<file path="config.mk">
export PLATFORM = sky130hd
export DESIGN_NAME = receive_window_ack_tracker
export DESIGN_NICKNAME = d
export VERILOG_FILES = /design/src/hdl/rwat_pkg.sv /design/src/hdl/rwat_ctrl.sv /design/src/hdl/rwat_datapath.sv /design/src/hdl/receive_window_ack_tracker.sv
export SDC_FILE = /design/constraint.sdc
export NUM_CORES = 1
export LEC_CHECK = 0
export ABC_AREA = 1
export CAP_MARGIN = 20
export CORE_UTILIZATION = 51
export CTS_CLUSTER_DIAMETER = 60
export DETAILED_ROUTE_END_ITERATION = 16
export DONT_BUFFER_PORTS = 1
export PLACE_DENSITY = 0.65
export SYNTH_ARGS = -nofsm -noshare
export SYNTH_HDL_FRONTEND = slang
export SYNTH_SLANG_ARGS = --single-unit
</file>
<file path="constraint.sdc">
create_clock -name aclk -period 15.6 [get_ports aclk]
set_clock_uncertainty 0.2 [all_clocks]
set_input_delay 4.68 -clock aclk [delete_from_list [all_inputs] [get_ports aclk]]
set_output_delay 4.68 -clock aclk [all_outputs]
set_load 0.01 [all_outputs]
</file>
<file path="src/hdl/rwat_pkg.sv">
// Package for the receive window tracker: payload structs, status codes,
// register indexes, controller state and command/status types. No dependencies.
package rwat_pkg;

    // Default sizes handed to the top-level parameters.
    localparam int WINDOW_DEF       = 64;
    localparam int NUM_CHANNELS_DEF = 4;
    localparam int SEQ_BITS_DEF     = 16;

    // Configuration port.
    localparam int CFG_IDX_W  = 2;
    localparam int CFG_DATA_W = 4;

    localparam logic [CFG_IDX_W-1:0] CFG_RELIABLE_MASK = 2'd0;
    localparam logic [CFG_IDX_W-1:0] CFG_ORDERED_CHAN  = 2'd1;

    localparam logic [3:0] RELIABLE_MASK_RST = 4'h1;
    localparam logic [1:0] ORDERED_CHAN_RST  = 2'd2;

    typedef enum logic [1:0] {
        STAT_OUTSIDE  = 2'd0,
        STAT_DUPLICATE = 2'd1,
        STAT_ACCEPTED = 2'd2,
        STAT_HELD     = 2'd3
    } rwat_status_t;

    typedef struct packed {
        logic [1:0]  chan;
        logic [15:0] seq_num;
    } rwat_in_t;

    typedef struct packed {
        rwat_status_t status;
        logic [15:0]  expected_after;
        logic         replay_pending;
    } rwat_out_t;

    typedef enum logic [2:0] {
        S_IDLE,
        S_LOAD,
        S_CLASSIFY,
        S_ADVANCE,
        S_FINISH
    } rwat_state_t;

    // Commands from the controller to the datapath.
    typedef struct packed {
        logic capture;
        logic load;
        logic classify;
        logic advance;
        logic finish;
    } rwat_cmd_t;

    // Status from the datapath to the controller.
    typedef struct packed {
        logic go_advance;
        logic adv_more;
        logic out_free;
    } rwat_sts_t;

endpackage

</file>
<file path="src/hdl/rwat_ctrl.sv">
// Controller state machine for the receive window tracker.
// Depends on rwat_pkg for the state, command and status types.
module rwat_ctrl
    import rwat_pkg::*;
(
    input  logic      aclk,
    input  logic      aresetn,
    input  logic      s_valid,
    output logic      s_ready,
    output rwat_cmd_t cmd_o,
    input  rwat_sts_t sts_i
);

    rwat_state_t state_reg;
    rwat_state_t state_next;

    always_ff @(posedge aclk) begin
        if (!aresetn) begin
            state_reg <= S_IDLE;
        end else begin
            state_reg <= state_next;
        end
    end

    always_comb begin
        state_next = state_reg;
        case (state_reg)
            S_IDLE: begin
                if (s_valid) begin
                    state_next = S_LOAD;
                end
            end
            S_LOAD: begin
                state_next = S_CLASSIFY;
            end
            S_CLASSIFY: begin
                state_next = sts_i.go_advance ? S_ADVANCE : S_FINISH;
            end
            S_ADVANCE: begin
                if (!sts_i.adv_more) begin
                    state_next = S_FINISH;
                end
            end
            S_FINISH: begin
                if (sts_i.out_free) begin
                    state_next = S_IDLE;
                end
            end
            default: begin
                state_next = S_IDLE;
            end
        endcase
    end

    always_comb begin
        s_ready        = 1'b0;
        cmd_o          = '0;
        case (state_reg)
            S_IDLE: begin
                s_ready       = 1'b1;
                cmd_o.capture = s_valid;
            end
            S_LOAD: begin
                cmd_o.load = 1'b1;
            end
            S_CLASSIFY: begin
                cmd_o.classify = 1'b1;
            end
            S_ADVANCE: begin
                cmd_o.advance = 1'b1;
            end
            S_FINISH: begin
                cmd_o.finish = sts_i.out_free;
            end
            default: begin
                s_ready = 1'b0;
            end
        endcase
    end

endmodule

</file>
<file path="src/hdl/rwat_datapath.sv">
// Datapath of the receive window tracker: per-channel window state, working
// registers, configuration registers and the result register. Uses rwat_pkg.
module rwat_datapath
    import rwat_pkg::*;
#(
    parameter int WINDOW       = WINDOW_DEF,
    parameter int NUM_CHANNELS = NUM_CHANNELS_DEF,
    parameter int SEQ_BITS     = SEQ_BITS_DEF
)(
    input  logic                  aclk,
    input  logic                  aresetn,
    input  rwat_in_t              s_data,
    input  logic                  cfg_valid,
    input  logic [CFG_IDX_W-1:0]  cfg_index,
    input  logic [CFG_DATA_W-1:0] cfg_data,
    input  rwat_cmd_t             cmd_i,
    output rwat_sts_t             sts_o,
    output logic                  m_valid,
    input  logic                  m_ready,
    output rwat_out_t             m_data
);

    localparam int SLOT_W = (WINDOW > 1) ? $clog2(WINDOW) : 1;
    localparam int CH_W   = (NUM_CHANNELS > 1) ? $clog2(NUM_CHANNELS) : 1;
    localparam logic [SLOT_W:0]   WIN_S     = (SLOT_W + 1)'(WINDOW);
    localparam logic [SLOT_W-1:0] LAST_SLOT = SLOT_W'(WINDOW - 1);

    // Per-channel state. The slot register tracks next_expected modulo WINDOW.
    logic [WINDOW-1:0]   bits_reg [NUM_CHANNELS];
    logic [SEQ_BITS-1:0] nx_reg   [NUM_CHANNELS];
    logic [SLOT_W-1:0]   slot_reg [NUM_CHANNELS];

    rwat_in_t            in_reg, in_next;
    logic                chan_ok_reg, chan_ok_next;
    logic [WINDOW-1:0]   wk_bits_reg, wk_bits_next;
    logic [SEQ_BITS-1:0] wk_nx_reg, wk_nx_next;
    logic [SLOT_W-1:0]   wk_slot_reg, wk_slot_next;
    rwat_status_t        res_status_reg, res_status_next;
    rwat_out_t           out_reg, out_next;
    logic                out_valid_reg, out_valid_next;
    logic [3:0]          mask_reg, mask_next;
    logic [1:0]          oc_reg, oc_next;

    logic [CH_W-1:0]     chan_idx, oc_idx, rd_idx;
    logic                chan_ok_c, oc_ok;
    logic [WINDOW-1:0]   rd_bits, rp_bits;
    logic [SEQ_BITS-1:0] rd_nx;
    logic [SLOT_W-1:0]   rd_slot, rp_slot;
    logic [SEQ_BITS-1:0] seq_ext, seq_dist, nx_inc;
    logic                in_win, wrap, hit, rel, adv_more, replay;
    logic [SLOT_W:0]     slot_sum, slot_fold;
    logic [SLOT_W-1:0]   seq_slot, slot_inc;
    logic [WINDOW-1:0]   seq_bit, cur_bit;

    assign chan_idx  = CH_W'(in_reg.chan);
    assign oc_idx    = CH_W'(oc_reg);
    assign chan_ok_c = 32'(in_reg.chan) < NUM_CHANNELS;
    assign oc_ok     = 32'(oc_reg) < NUM_CHANNELS;

    // One read port: the input channel while loading, the ordered channel otherwise.
    assign rd_idx  = cmd_i.load ? chan_idx : oc_idx;
    assign rd_bits = bits_reg[rd_idx];
    assign rd_nx   = nx_reg[rd_idx];
    assign rd_slot = slot_reg[rd_idx];

    // Window test and slot of the incoming sequence. When the sequence lies past
    // the wrap of the sequence space it is below WINDOW and is its own slot.
    assign seq_ext   = SEQ_BITS'(in_reg.seq_num);
    assign seq_dist  = seq_ext - wk_nx_reg;
    assign in_win    = seq_dist < SEQ_BITS'(WINDOW);
    assign wrap      = seq_ext < wk_nx_reg;
    assign slot_sum  = {1'b0, wk_slot_reg} + {1'b0, seq_dist[SLOT_W-1:0]};
    assign slot_fold = (slot_sum >= WIN_S) ? (slot_sum - WIN_S) : slot_sum;
    assign seq_slot  = wrap ? seq_ext[SLOT_W-1:0] : slot_fold[SLOT_W-1:0];
    assign seq_bit   = WINDOW'(1) << seq_slot;
    assign hit       = |(wk_bits_reg & seq_bit);
    assign rel       = mask_reg[in_reg.chan];

    assign cur_bit   = WINDOW'(1) << wk_slot_reg;
    assign adv_more  = |(wk_bits_reg & cur_bit);
    assign nx_inc    = wk_nx_reg + SEQ_BITS'(1);
    assign slot_inc  = ((&wk_nx_reg) || (wk_slot_reg == LAST_SLOT)) ? '0
                     : wk_slot_reg + SLOT_W'(1);

    // The ordered channel may be the one being written back this cycle.
    always_comb begin
        if (chan_ok_reg && (oc_idx == chan_idx)) begin
            rp_bits = wk_bits_reg;
            rp_slot = wk_slot_reg;
        end else begin
            rp_bits = rd_bits;
            rp_slot = rd_slot;
        end
    end
    assign replay = oc_ok && (|(rp_bits & (WINDOW'(1) << rp_slot)));

    assign sts_o.go_advance = chan_ok_reg && in_win && !hit && rel;
    assign sts_o.adv_more   = adv_more;
    assign sts_o.out_free   = !out_valid_reg || m_ready;

    always_comb begin
        in_next         = in_reg;
        chan_ok_next    = chan_ok_reg;
        wk_bits_next    = wk_bits_reg;
        wk_nx_next      = wk_nx_reg;
        wk_slot_next    = wk_slot_reg;
        res_status_next = res_status_reg;
        out_next        = out_reg;
        out_valid_next  = out_valid_reg && !m_ready;
        mask_next       = mask_reg;
        oc_next         = oc_reg;

        if (cmd_i.capture) begin
            in_next = s_data;
        end

        if (cmd_i.load) begin
            chan_ok_next = chan_ok_c;
            wk_bits_next = rd_bits;
            wk_nx_next   = rd_nx;
            wk_slot_next = rd_slot;
        end

        if (cmd_i.classify) begin
            if (!chan_ok_reg || !in_win) begin
                res_status_next = STAT_OUTSIDE;
            end else if (hit) begin
                res_status_next = STAT_DUPLICATE;
            end else if (rel) begin
                wk_bits_next    = wk_bits_reg | seq_bit;
                res_status_next = STAT_ACCEPTED;
            end else if (seq_dist == '0) begin
                wk_bits_next    = wk_bits_reg & ~seq_bit;
                wk_nx_next      = nx_inc;
                wk_slot_next    = slot_inc;
                res_status_next = STAT_ACCEPTED;
            end else begin
                wk_bits_next    = wk_bits_reg | seq_bit;
                res_status_next = STAT_HELD;
            end
        end

        // One step of the window advance over consecutive set bits.
        if (cmd_i.advance && adv_more) begin
            wk_bits_next = wk_bits_reg & ~cur_bit;
            wk_nx_next   = nx_inc;
            wk_slot_next = slot_inc;
        end

        if (cmd_i.finish) begin
            out_next.status         = res_status_reg;
            out_next.expected_after = chan_ok_reg ? 16'(wk_nx_reg) : '0;
            out_next.replay_pending = replay;
            out_valid_next          = 1'b1;
        end

        if (cfg_valid) begin
            case (cfg_index)
                CFG_RELIABLE_MASK: begin
                    mask_next = cfg_data;
                end
                CFG_ORDERED_CHAN: begin
                    oc_next = cfg_data[1:0];
                end
                default: begin
                    mask_next = mask_reg;
                end
            endcase
        end
    end

    always_ff @(posedge aclk) begin
        if (!aresetn) begin
            out_valid_reg <= 1'b0;
            chan_ok_reg   <= 1'b0;
            mask_reg      <= RELIABLE_MASK_RST;
            oc_reg        <= ORDERED_CHAN_RST;
            for (int i = 0; i < NUM_CHANNELS; i++) begin
                bits_reg[i] <= '0;
                nx_reg[i]   <= '0;
                slot_reg[i] <= '0;
            end
        end else begin
            out_valid_reg <= out_valid_next;
            chan_ok_reg   <= chan_ok_next;
            mask_reg      <= mask_next;
            oc_reg        <= oc_next;
            if (cmd_i.finish && chan_ok_reg) begin
                bits_reg[chan_idx] <= wk_bits_reg;
                nx_reg[chan_idx]   <= wk_nx_reg;
                slot_reg[chan_idx] <= wk_slot_reg;
            end
        end
    end

    always_ff @(posedge aclk) begin
        in_reg         <= in_next;
        wk_bits_reg    <= wk_bits_next;
        wk_nx_reg      <= wk_nx_next;
        wk_slot_reg    <= wk_slot_next;
        res_status_reg <= res_status_next;
        out_reg        <= out_next;
    end

    assign m_valid = out_valid_reg;
    assign m_data  = out_reg;

    a_finish_only_when_free: assert property (@(posedge aclk) disable iff (!aresetn)
        cmd_i.finish |-> (!out_valid_reg || m_ready))
        else $error("result loaded while the output register still holds a beat");

    a_finish_gives_beat: assert property (@(posedge aclk) disable iff (!aresetn)
        cmd_i.finish |=> m_valid)
        else $error("finished item did not produce a result beat");

    a_advance_steps_one: assert property (@(posedge aclk) disable iff (!aresetn)
        (cmd_i.advance && adv_more) |=> (wk_nx_reg == $past(wk_nx_reg) + SEQ_BITS'(1)))
        else $error("window advance did not move next expected by one");

    a_slot_in_window: assert property (@(posedge aclk) disable iff (!aresetn)
        (cmd_i.advance && chan_ok_reg) |-> (wk_slot_reg <= LAST_SLOT))
        else $error("working slot outside the window");

    a_bad_chan_outside: assert property (@(posedge aclk) disable iff (!aresetn)
        (cmd_i.classify && !chan_ok_reg) |=> (res_status_reg == STAT_OUTSIDE))
        else $error("out-of-range channel not reported as outside the window");

endmodule

</file>
<file path="src/hdl/receive_window_ack_tracker.sv">
// Top level of the receive window tracker: controller and datapath.
// Depends on rwat_pkg, rwat_ctrl and rwat_datapath.
//
// Usage: each input beat on s_* carries a channel number and a sequence number.
// The block answers every input beat with exactly one result beat on m_*, in
// order: the status (outside window, duplicate, accepted, held for replay), the
// channel's next expected sequence after the update, and a flag telling whether
// the ordered channel holds the entry at its own next expected sequence.
// Configuration beats on cfg_* are always taken and set the reliable-channel
// mask and the ordered channel; they are meant to arrive while no item is open.
// Sequence: an item that is rejected or lands on a non-reliable channel passes
// through the load, classify and finish states after acceptance; when a
// reliable channel takes it into its window, an advance state comes between
// classify and finish, where the window advances over k entries; it walks one
// bitmap entry per cycle through a single sequencer loop, so k is 0 to WINDOW.
// The finish state loads the result into the output register once it is free.
// When the receiver stalls, the result waits in the output register; the block
// keeps accepting and working one further item and then holds it until the
// output register frees up. Reset (aresetn low at a clock edge) clears all
// windows to zero, the mask to channel 0 only and the ordered channel to 2.
module receive_window_ack_tracker
    import rwat_pkg::*;
#(
    parameter int WINDOW       = WINDOW_DEF,
    parameter int NUM_CHANNELS = NUM_CHANNELS_DEF,
    parameter int SEQ_BITS     = SEQ_BITS_DEF
)(
    input  logic                  aclk,
    input  logic                  aresetn,
    input  logic                  s_valid,
    output logic                  s_ready,
    input  rwat_in_t              s_data,
    output logic                  m_valid,
    input  logic                  m_ready,
    output rwat_out_t             m_data,
    input  logic                  cfg_valid,
    output logic                  cfg_ready,
    input  logic [CFG_IDX_W-1:0]  cfg_index,
    input  logic [CFG_DATA_W-1:0] cfg_data
);

    rwat_cmd_t cmd;
    rwat_sts_t sts;

    // Configuration registers are plain flops, so a write never has to wait.
    assign cfg_ready = 1'b1;

    rwat_ctrl u_ctrl (
        .aclk    (aclk),
        .aresetn (aresetn),
        .s_valid (s_valid),
        .s_ready (s_ready),
        .cmd_o   (cmd),
        .sts_i   (sts)
    );

    rwat_datapath #(
        .WINDOW       (WINDOW),
        .NUM_CHANNELS (NUM_CHANNELS),
        .SEQ_BITS     (SEQ_BITS)
    ) u_datapath (
        .aclk      (aclk),
        .aresetn   (aresetn),
        .s_data    (s_data),
        .cfg_valid (cfg_valid),
        .cfg_index (cfg_index),
        .cfg_data  (cfg_data),
        .cmd_i     (cmd),
        .sts_o     (sts),
        .m_valid   (m_valid),
        .m_ready   (m_ready),
        .m_data    (m_data)
    );

endmodule

</file>
Word level (Yosys, flattened, before mapping)
Memories as Yosys holds them, arrays and structs flattened.
Cells that the tools add are included.
{"block": "classes", "n_addsub": 5, "n_eq_ne": 10, "muxes": 57, "n_shift": 3, "order_cmp": 4, "n_bitwise": 8, "reduce_logical": 29}
{"op": "$mux 64", "count": 9}
{"op": "$and 64x64->64", "count": 5}
{"op": "$reduce_or 64->1", "count": 4}
{"op": "$shl 1x6->64 const A", "count": 3}
{"op": "$mux 16", "count": 8}
{"op": "$not 64->64", "count": 2}
{"op": "$mux 6", "count": 12}
{"op": "$reduce_or 65->1", "count": 1}
{"op": "$or 64x64->64", "count": 1}
{"op": "$mux 1", "count": 18}
{"op": "$add 16x1->16 const B", "count": 1}
{"op": "$logic_not 16->1", "count": 1}
{"op": "$lt 16x16->1", "count": 1}
{"op": "$lt 16x7->1 const B", "count": 1}
{"op": "$reduce_and 16->1", "count": 1}
{"op": "$reduce_or 16->1", "count": 1}
{"op": "$sub 16x16->16", "count": 1}
{"op": "$pmux 3 s5", "count": 1}
{"op": "$mux 3", "count": 4}
{"op": "$mux 2", "count": 4}
{"op": "$add 6x6->7", "count": 1}
{"op": "$ge 7x7->1 const B", "count": 1}
{"op": "$logic_and 1x1->1", "count": 7}
{"op": "$add 6x1->6 const B", "count": 1}
{"op": "other kinds (18)", "count": 27}
{"block": "word_totals", "word_cells": 134, "ram_bits": 344, "memories": 3, "regBits": 136}
{"name": "u_datapath.bits_reg", "depth": 4, "word_bits": 64, "rd": 1, "rd_ports_with_merged_regs": 0, "write_ports": 4, "line_no": "rwat_datapath.sv:29", "source": "logic [WINDOW-1:0] bits_reg [NUM_CHANNELS];"}
{"name": "u_datapath.nx_reg", "depth": 4, "word_bits": 16, "rd": 1, "rd_ports_with_merged_regs": 0, "write_ports": 4, "line_no": "rwat_datapath.sv:30", "source": "logic [SEQ_BITS-1:0] nx_reg [NUM_CHANNELS];"}
{"name": "u_datapath.slot_reg", "depth": 4, "word_bits": 6, "rd": 1, "rd_ports_with_merged_regs": 0, "write_ports": 4, "line_no": "rwat_datapath.sv:31", "source": "logic [SLOT_W-1:0] slot_reg [NUM_CHANNELS];"}

Longest topological paths before layout
Gate-level depths: netlist of run 1.
{"block": "depth", "depth_word": 14, "ltp_mapped": 29}

Modules after synthesis
Synthesis of run 1 repeated with hierarchy kept, for this count alone.
{"block": "unflattened", "cells_unflattened": 3467, "area_unflattened_um2": 27747.9}
{"module": "rwat_datapath", "n_inst": 1, "cells_per_inst": 3428, "area_each_um2": 27517.6}
{"module": "rwat_ctrl", "n_inst": 1, "cells_per_inst": 37, "area_each_um2": 219.0}
{"module": "receive_window_ack_tracker", "n_inst": 1, "cells_per_inst": 2, "area_each_um2": 11.3}

Worst setup path before layout of run 1
No wires, ideal clock.
{"block": "synth_timing", "path_kind": "input-to-reg", "from": "input port m_ready", "to": "memory u_datapath.bits_reg[2][0] (netlist name) (enable)", "path_buffers": 0, "arrival_ns": 12.043, "stages": 4, "setup_time_ns": 0.650, "slack_ns": 2.707, "cell_sequence": "inv_1 > a21oi_1 > nand2_1 > o21ai_0"}
{"item": "start: declaration", "line_no": "receive_window_ack_tracker.sv:34", "source": "input logic m_ready,"}
{"item": "end: declaration", "line_no": "rwat_datapath.sv:29"}

==> flow_summary.json, run 1 <==
{
  "status": "finished clean",
  "p_clk_share_pct": 24.0,
  "clockRootBuffer": "clkbuf_16",
  "post_cts_resized": 0,
  "max_slew.worst_pin.slew_ns": 1.11,
  "ys_async_sr_fraction_pct": 0,
  "final.min_clock_period_ns": 8.12,
  "yosysTopAreaCellShare_pct": 48.3,
  "place_congestion": 1.01,
  "crit_type": "in2reg",
  "ys_top_cells_by_area": "edfxtp_1 48%, nand2_1 9.1%, nor2_1 8.9%, nand3_1 5.4%, o21ai_0 5.1%",
  "first_pass_iters": 8,
  "drt_iter0_markers": 3272,
  "preCtsSetupSlack_ns": 6.77,
  "dp.final_hpwl_mm": 60.2,
  "layout-drive-gt1-share_pct": 6.51,
  "placed_cells": 3939,
  "num_vias": 25100,
  "grt_pass1_vias": 23600,
  "crit_family": "simple AND/OR/NAND/NOR gates",
  "crit_buf_inv": 4,
  "die_x_um": 236,
  "fin_util_pct": 55.8,
  "end_kind": "flop",
  "setup_tns_ns": 0,
  "grt_pass1_wl_mm": 144,
  "clkSinkCount": 480,
  "synth_top_area_cell": "edfxtp_1",
  "slew_headroom_pct": 25.9,
  "peakVddDrop_mv": 0.181,
  "rsz0062_at_grt": "no",
  "path_max_fanout": 98,
  "drv_slew": 0,
  "seqPwrFrac_pct": 30.5,
  "die_y_um": 236,
  "internal_power_uw": 3070,
  "clk_path_buf_depth": 3,
  "grt_max_degree": 107,
  "ys_ff_latch": 480,
  "antenna_cells": 0,
  "clk_latency_ns": 0.64,
  "grt_remaining_overflow": 0,
  "antenna_found_initial": 0,
  "syn_area_sq_um": 27800,
  "postCtsSetupRepairBufs": 0,
  "crit_chain": "inv_1 -> a21oi_2 -> buf_4 -> nand2_1 -> nor2_1 -> inv_6 -> nor2_1 -> nand2_4 -> nand2_4 -> buf_4",
  "core_area_sq_um": 53800,
  "die_area_sq_um": 55500,
  "layout_common_cells": "666 x nand2_1, 656 x nor2_1, 447 x edfxtp_1",
  "seq_area_frac_synth_pct": 50.6,
  "ctsHoldBuffers": 0,
  "drt_wl_total_mm": 94.8,
  "fin_nets": 3361,
  "ys_warn_count": 0,
  "synthCells": 3436,
  "avgSynthCellArea_sq_um": 8.10,
  "rows": 85,
  "leakagePower_uw": 0.0118,
  "cts_made_buffers": 56,
  "viasPerCell": 6.21,
  "arrival_ns": 8.17,
  "synth_edf_count": 447,
  "timing.max_cap.violations": 0,
  "path_clk_slew_ns": 0.06,
  "hold_viol": 0,
  "netSwitchingFraction_pct": 47.4,
  "cp.required_ns": 15.65,
  "finalSetupViolations": 0,
  "gr-usage-all-layers_pct": 33.9,
  "final_cells": 4046,
  "max_freq_mhz": 123,
  "cpPeakStageDelay_ns": 0.79,
  "combPwrFrac_pct": 45.5,
  "cts_tree": "yes",
  "syn_to_final_growth_pct": 8.01,
  "power.density_nw_per_um2": 194,
  "layout_commonest_cell": "nand2_1",
  "ys_types": 52,
  "startpoint_type": "input pin",
  "hp-class": "reg2reg",
  "syn_nets": 3495,
  "post-route-period-util_pct": 52.1,
  "postRouteAntennaNets": 0,
  "portBuffers": 0,
  "wl_per_cell_um": 23.4,
  "htreeDepth": 2,
  "synth_ff_type": "edfxtp_1",
  "io_pins": 51,
  "switchingPower_uw": 2760,
  "worst_path_max_delay_cell": "buf_4",
  "drc": 0,
  "start_util_pct": 51.7,
  "fin_ws_ns": 7.48
}
==> power by group through the flow <==
stage | registers [uW] | clock network [uW] | logic [uW]
3_3_place_gp | 1790 | 0 | 2510
3_5_place_dp | 1800 | 0 | 2550
4_1_cts | 1770 | 1410 | 2560
2_1_floorplan | 1740 | 0 | 1770
5_1_grt | 1800 | 1450 | 2860
6_report | 1780 | 1400 | 2650
==> cell type report <==
class | count | area, sq um
clock inverter | 44 | 539
multi-input combinational | 2498 | 12000
inverter | 225 | 858
sequential | 480 | 14100
timing repair buffer | 41 | 308
clock buffer | 62 | 1420
tap | 696 | 871
fill | 4904 | 23800
==> synth_stat cells (all sizes together) (7+ instances only) <==
| cell type | number |
|---|---|
| inv | 210 |
| dfxtp | 33 |
| ha | 28 |
| nor2 | 662 |
| clkbuf | 178 |
| xnor2 | 9 |
| xor2 | 18 |
| clkinv | 15 |
| o21ai | 294 |
| nand2 | 686 |
| edfxtp | 447 |
| nand3 | 298 |
| o22ai | 98 |
| o211ai | 46 |
| nor4 | 10 |
| nand3b | 33 |
| or2 | 7 |
| nor3 | 116 |
| buf | 52 |
| a32o | 9 |
| nand4 | 23 |
| a21oi | 139 |
==> metrics by stage <==
| stage | total power (uW) | area, sq um | hold WS, ns |
|---|---|---|---|
| floorplan | 3510 | 27800 | 0.200 |
| global placement | 4300 | 28100 | 0.235 |
| detailed placement | 4350 | 28100 | 0.239 |
| CTS | 5740 | 30000 | 0.255 |
| global route | 6110 | 30000 | 0.275 |
| finish | 5830 | 30000 | 0.256 |
==> per-layer routing <==
| metal | vias to the layer above | track usage (%) | share of wire [%] |
|---|---|---|---|
| met2 | 1432 | 52.3 | 44 |
| met3 | 246 | 5.28 | 10 |
| met1 | 12000 | 47.6 | 41 |
| li1 | 11500 | - | - |
| met5 | - | 0 | 0 |
| met4 | 0 | 14.3 | 4.3 |
==> worst min-delay path: stages, from the launching register on <==
cell     delay (ns)
dfxtp_1        0.30
inv_1          0.06
a21oi_1        0.05
==> final timing paths <==
check                                             start  depth (start not counted)                   endpoint  slack [ns]
worst min register to register   u_datapath.mask_reg[3]                          2     u_datapath.mask_reg[3]        0.26
worst max-delay path                            m_ready                         10  u_datapath.bits_reg[1][6]        7.48
worst min-delay path             u_datapath.mask_reg[3]                          2     u_datapath.mask_reg[3]        0.26
worst max register to register  u_datapath.wk_nx_reg[2]                         26                       flop        8.94
==> kinds of logic (layout without fill, tap and decap cells) <==
| kind of cell | Yosys count | count (layout) | synth area share (%) |
|---|---|---|---|
| flip-flops | 480 | 480 | 50.6 |
| AO/OA/AOI/OAI | 603 | 603 | 12.5 |
| other | 1 | 1 | 0.0135 |
| adder cells (fa/ha/maj) | 30 | 30 | 1.40 |
| AND/OR/NAND/NOR | 1837 | 1837 | 27.8 |
| buffers and inverters | 458 | 372 | 6.78 |
| XOR/XNOR | 27 | 27 | 0.850 |
(Power assumes the default switching activity.)
==> run 2, diff against run 1 <==
- clock period: 15.6 -> 7.7 ns (I/O delays scaled with it)
==> run 2 against run 1 <==
Clock power increased by 95%. Clock-buffer cell count is 8 higher. Sequential cell count did not move. Final cell count increased by 0.12%. Register-to-register slack got worse by 7.5 ns. First-iteration DRC count decreased by 6.0%. Largest power group unchanged. Sequential power is 100% higher. Routed wire length is 0.33% lower. Critical path type is now reg2reg. Core utilization barely moved. Sequential share of layout area is essentially flat.
==> flow_summary.json, run 2 (synthesis results as in run 1) <==
{
  "grt_pass1_wl_mm": 143,
  "antenna_found_initial": 3,
  "num_vias": 25200,
  "post_cts_resized": 0,
  "arrival_ns": 6.45,
  "max_freq_mhz": 159,
  "clk_path_buf_depth": 3,
  "cts_made_buffers": 56,
  "final_cells": 4051,
  "viasPerCell": 6.21,
  "io_pins": 51,
  "clk_latency_ns": 0.64,
  "gr-usage-all-layers_pct": 33.7,
  "dpl_cell_area_sq_um": 28100,
  "drv_slew": 0,
  "slew_headroom_pct": 28.8,
  "regArea_sq_um": 14100,
  "layout_commonest_cell": "nand2_1",
  "die_x_um": 236,
  "grt_remaining_overflow": 0,
  "clockRootBuffer": "clkbuf_16",
  "num-fill-cells": 4947,
  "crit_type": "reg2reg",
  "cpMostUsedCell": "nand2_1",
  "crit_family": "buffers and inverters",
  "htreeDepth": 2,
  "end_kind": "flop",
  "grt_max_degree": 109,
  "start_util_pct": 51.7,
  "path_clk_slew_ns": 0.06,
  "multi_input_area_sq_um": 12000,
  "power.density_nw_per_um2": 387,
  "clkSinkCount": 480,
  "rsz0062_at_grt": "no",
  "max_slew.worst_pin.slew_ns": 1.06,
  "crit_buf_inv": 4,
  "path_max_fanout": 65,
  "peakVddDrop_mv": 0.350,
  "worst_path_max_delay_cell": "buf_4",
  "dp.final_hpwl_mm": 62.5,
  "ctsHoldBuffers": 0,
  "portBuffers": 0,
  "final.min_clock_period_ns": 6.29,
  "total_power_uw": 11600,
  "fin_nets": 3367,
  "cts_tree": "yes",
  "grt_pass1_vias": 23300,
  "post-route-period-util_pct": 81.7,
  "postRouteAntennaNets": 0,
  "finalSetupViolations": 0,
  "setup_tns_ns": 0,
  "leakagePower_uw": 0.0118,
  "rows": 85,
  "first_pass_iters": 7,
  "startpoint_type": "flop",
  "layout_common_cells": "666 x nand2_1, 656 x nor2_1, 447 x edfxtp_1",
  "placed_cells": 3946,
  "wl_per_cell_um": 23.3,
  "cpPeakStageDelay_ns": 0.68,
  "die_y_um": 236,
  "postCtsSetupRepairBufs": 0,
  "hold_viol": 0,
  "timing.max_cap.violations": 0,
  "place_congestion": 1.04,
  "status": "finished clean",
  "core_area_sq_um": 53800,
  "drc": 0,
  "drt_wl_total_mm": 94.5,
  "fin_area_sq_um": 30000,
  "hp-class": "reg2reg",
  "layout-drive-gt1-share_pct": 6.41,
  "drt_iter0_markers": 3076,
  "die_area_sq_um": 55500,
  "cp.required_ns": 7.86,
  "syn_to_final_growth_pct": 7.96
}
run 2: cell type report:
class,instances,area share [%]
clock buffers,70,5.05
flip-flops and latches,480,46.9
repair buffers,47,1.26
well taps,696,2.90
diodes,1,0.00833
clock inverters,34,1.22
multi-input cells,2498,39.8
inverters,225,2.86
run 2: per-stage QoR:
step	worst slack (ns)	hold WS, ns	util, %
2_1_floorplan	-0.524	0.200	-
3_3_place_gp	1.74	0.211	52.3
3_5_place_dp	1.63	0.230	52.3
4_1_cts	1.60	0.232	55.8
5_1_grt	1.06	0.240	55.8
6_report	1.41	0.226	55.8
run 2: path summary, 6_finish.rpt:
kind,startpoint,end,slack [ns],cells past startpoint
worst max-delay path,u_datapath.wk_nx_reg[0],flop,1.41,27
worst min-delay path,u_datapath.res_status_reg[1],u_datapath.m_data[18],0.23,0
worst max register to register,u_datapath.wk_nx_reg[0],flop,1.41,27
worst min register to register,u_datapath.res_status_reg[1],u_datapath.m_data[18],0.23,0
run 2: worst register-to-register path, stage by stage, from the launching register on:
cell	delay, ns
dfxtp_1	0.44
ha_1	0.20
inv_1	0.06
fa_1	0.39
xor2_1	0.26
ha_1	0.32
nand3_1	0.10
nand3_1	0.11
nand2_1	0.08
nand2_1	0.07
a21o_1	0.17
nand3_1	0.07
nand2_1	0.11
a21oi_4	0.13
buf_4	0.65
nand3_1	0.44
nand2_1	0.16
nor2_1	0.05
nand2_1	0.05
nor2_1	0.05
nand2_2	0.14
nor2_4	0.10
nand2_4	0.07
buf_4	0.50
buf_4	0.72
nand2_1	0.16
nand3_1	0.11
o21ai_0	0.10
run 2: power breakdown:
group / total [uW] / internal, uW / switching, uW
logic: 5250 / 1310 / 3940
registers: 3640 / 3270 / 378
clock network: 2730 / 1610 / 1130
run 2: routing by layer:
layer	vias to the layer above	global-route usage [%]	share of wire, %
met1	12000	48.1	42
li1	11500	-	-
met5	-	0	0.025
met4	4	13.5	3.7
met2	1406	51.3	44
met3	218	5.45	10
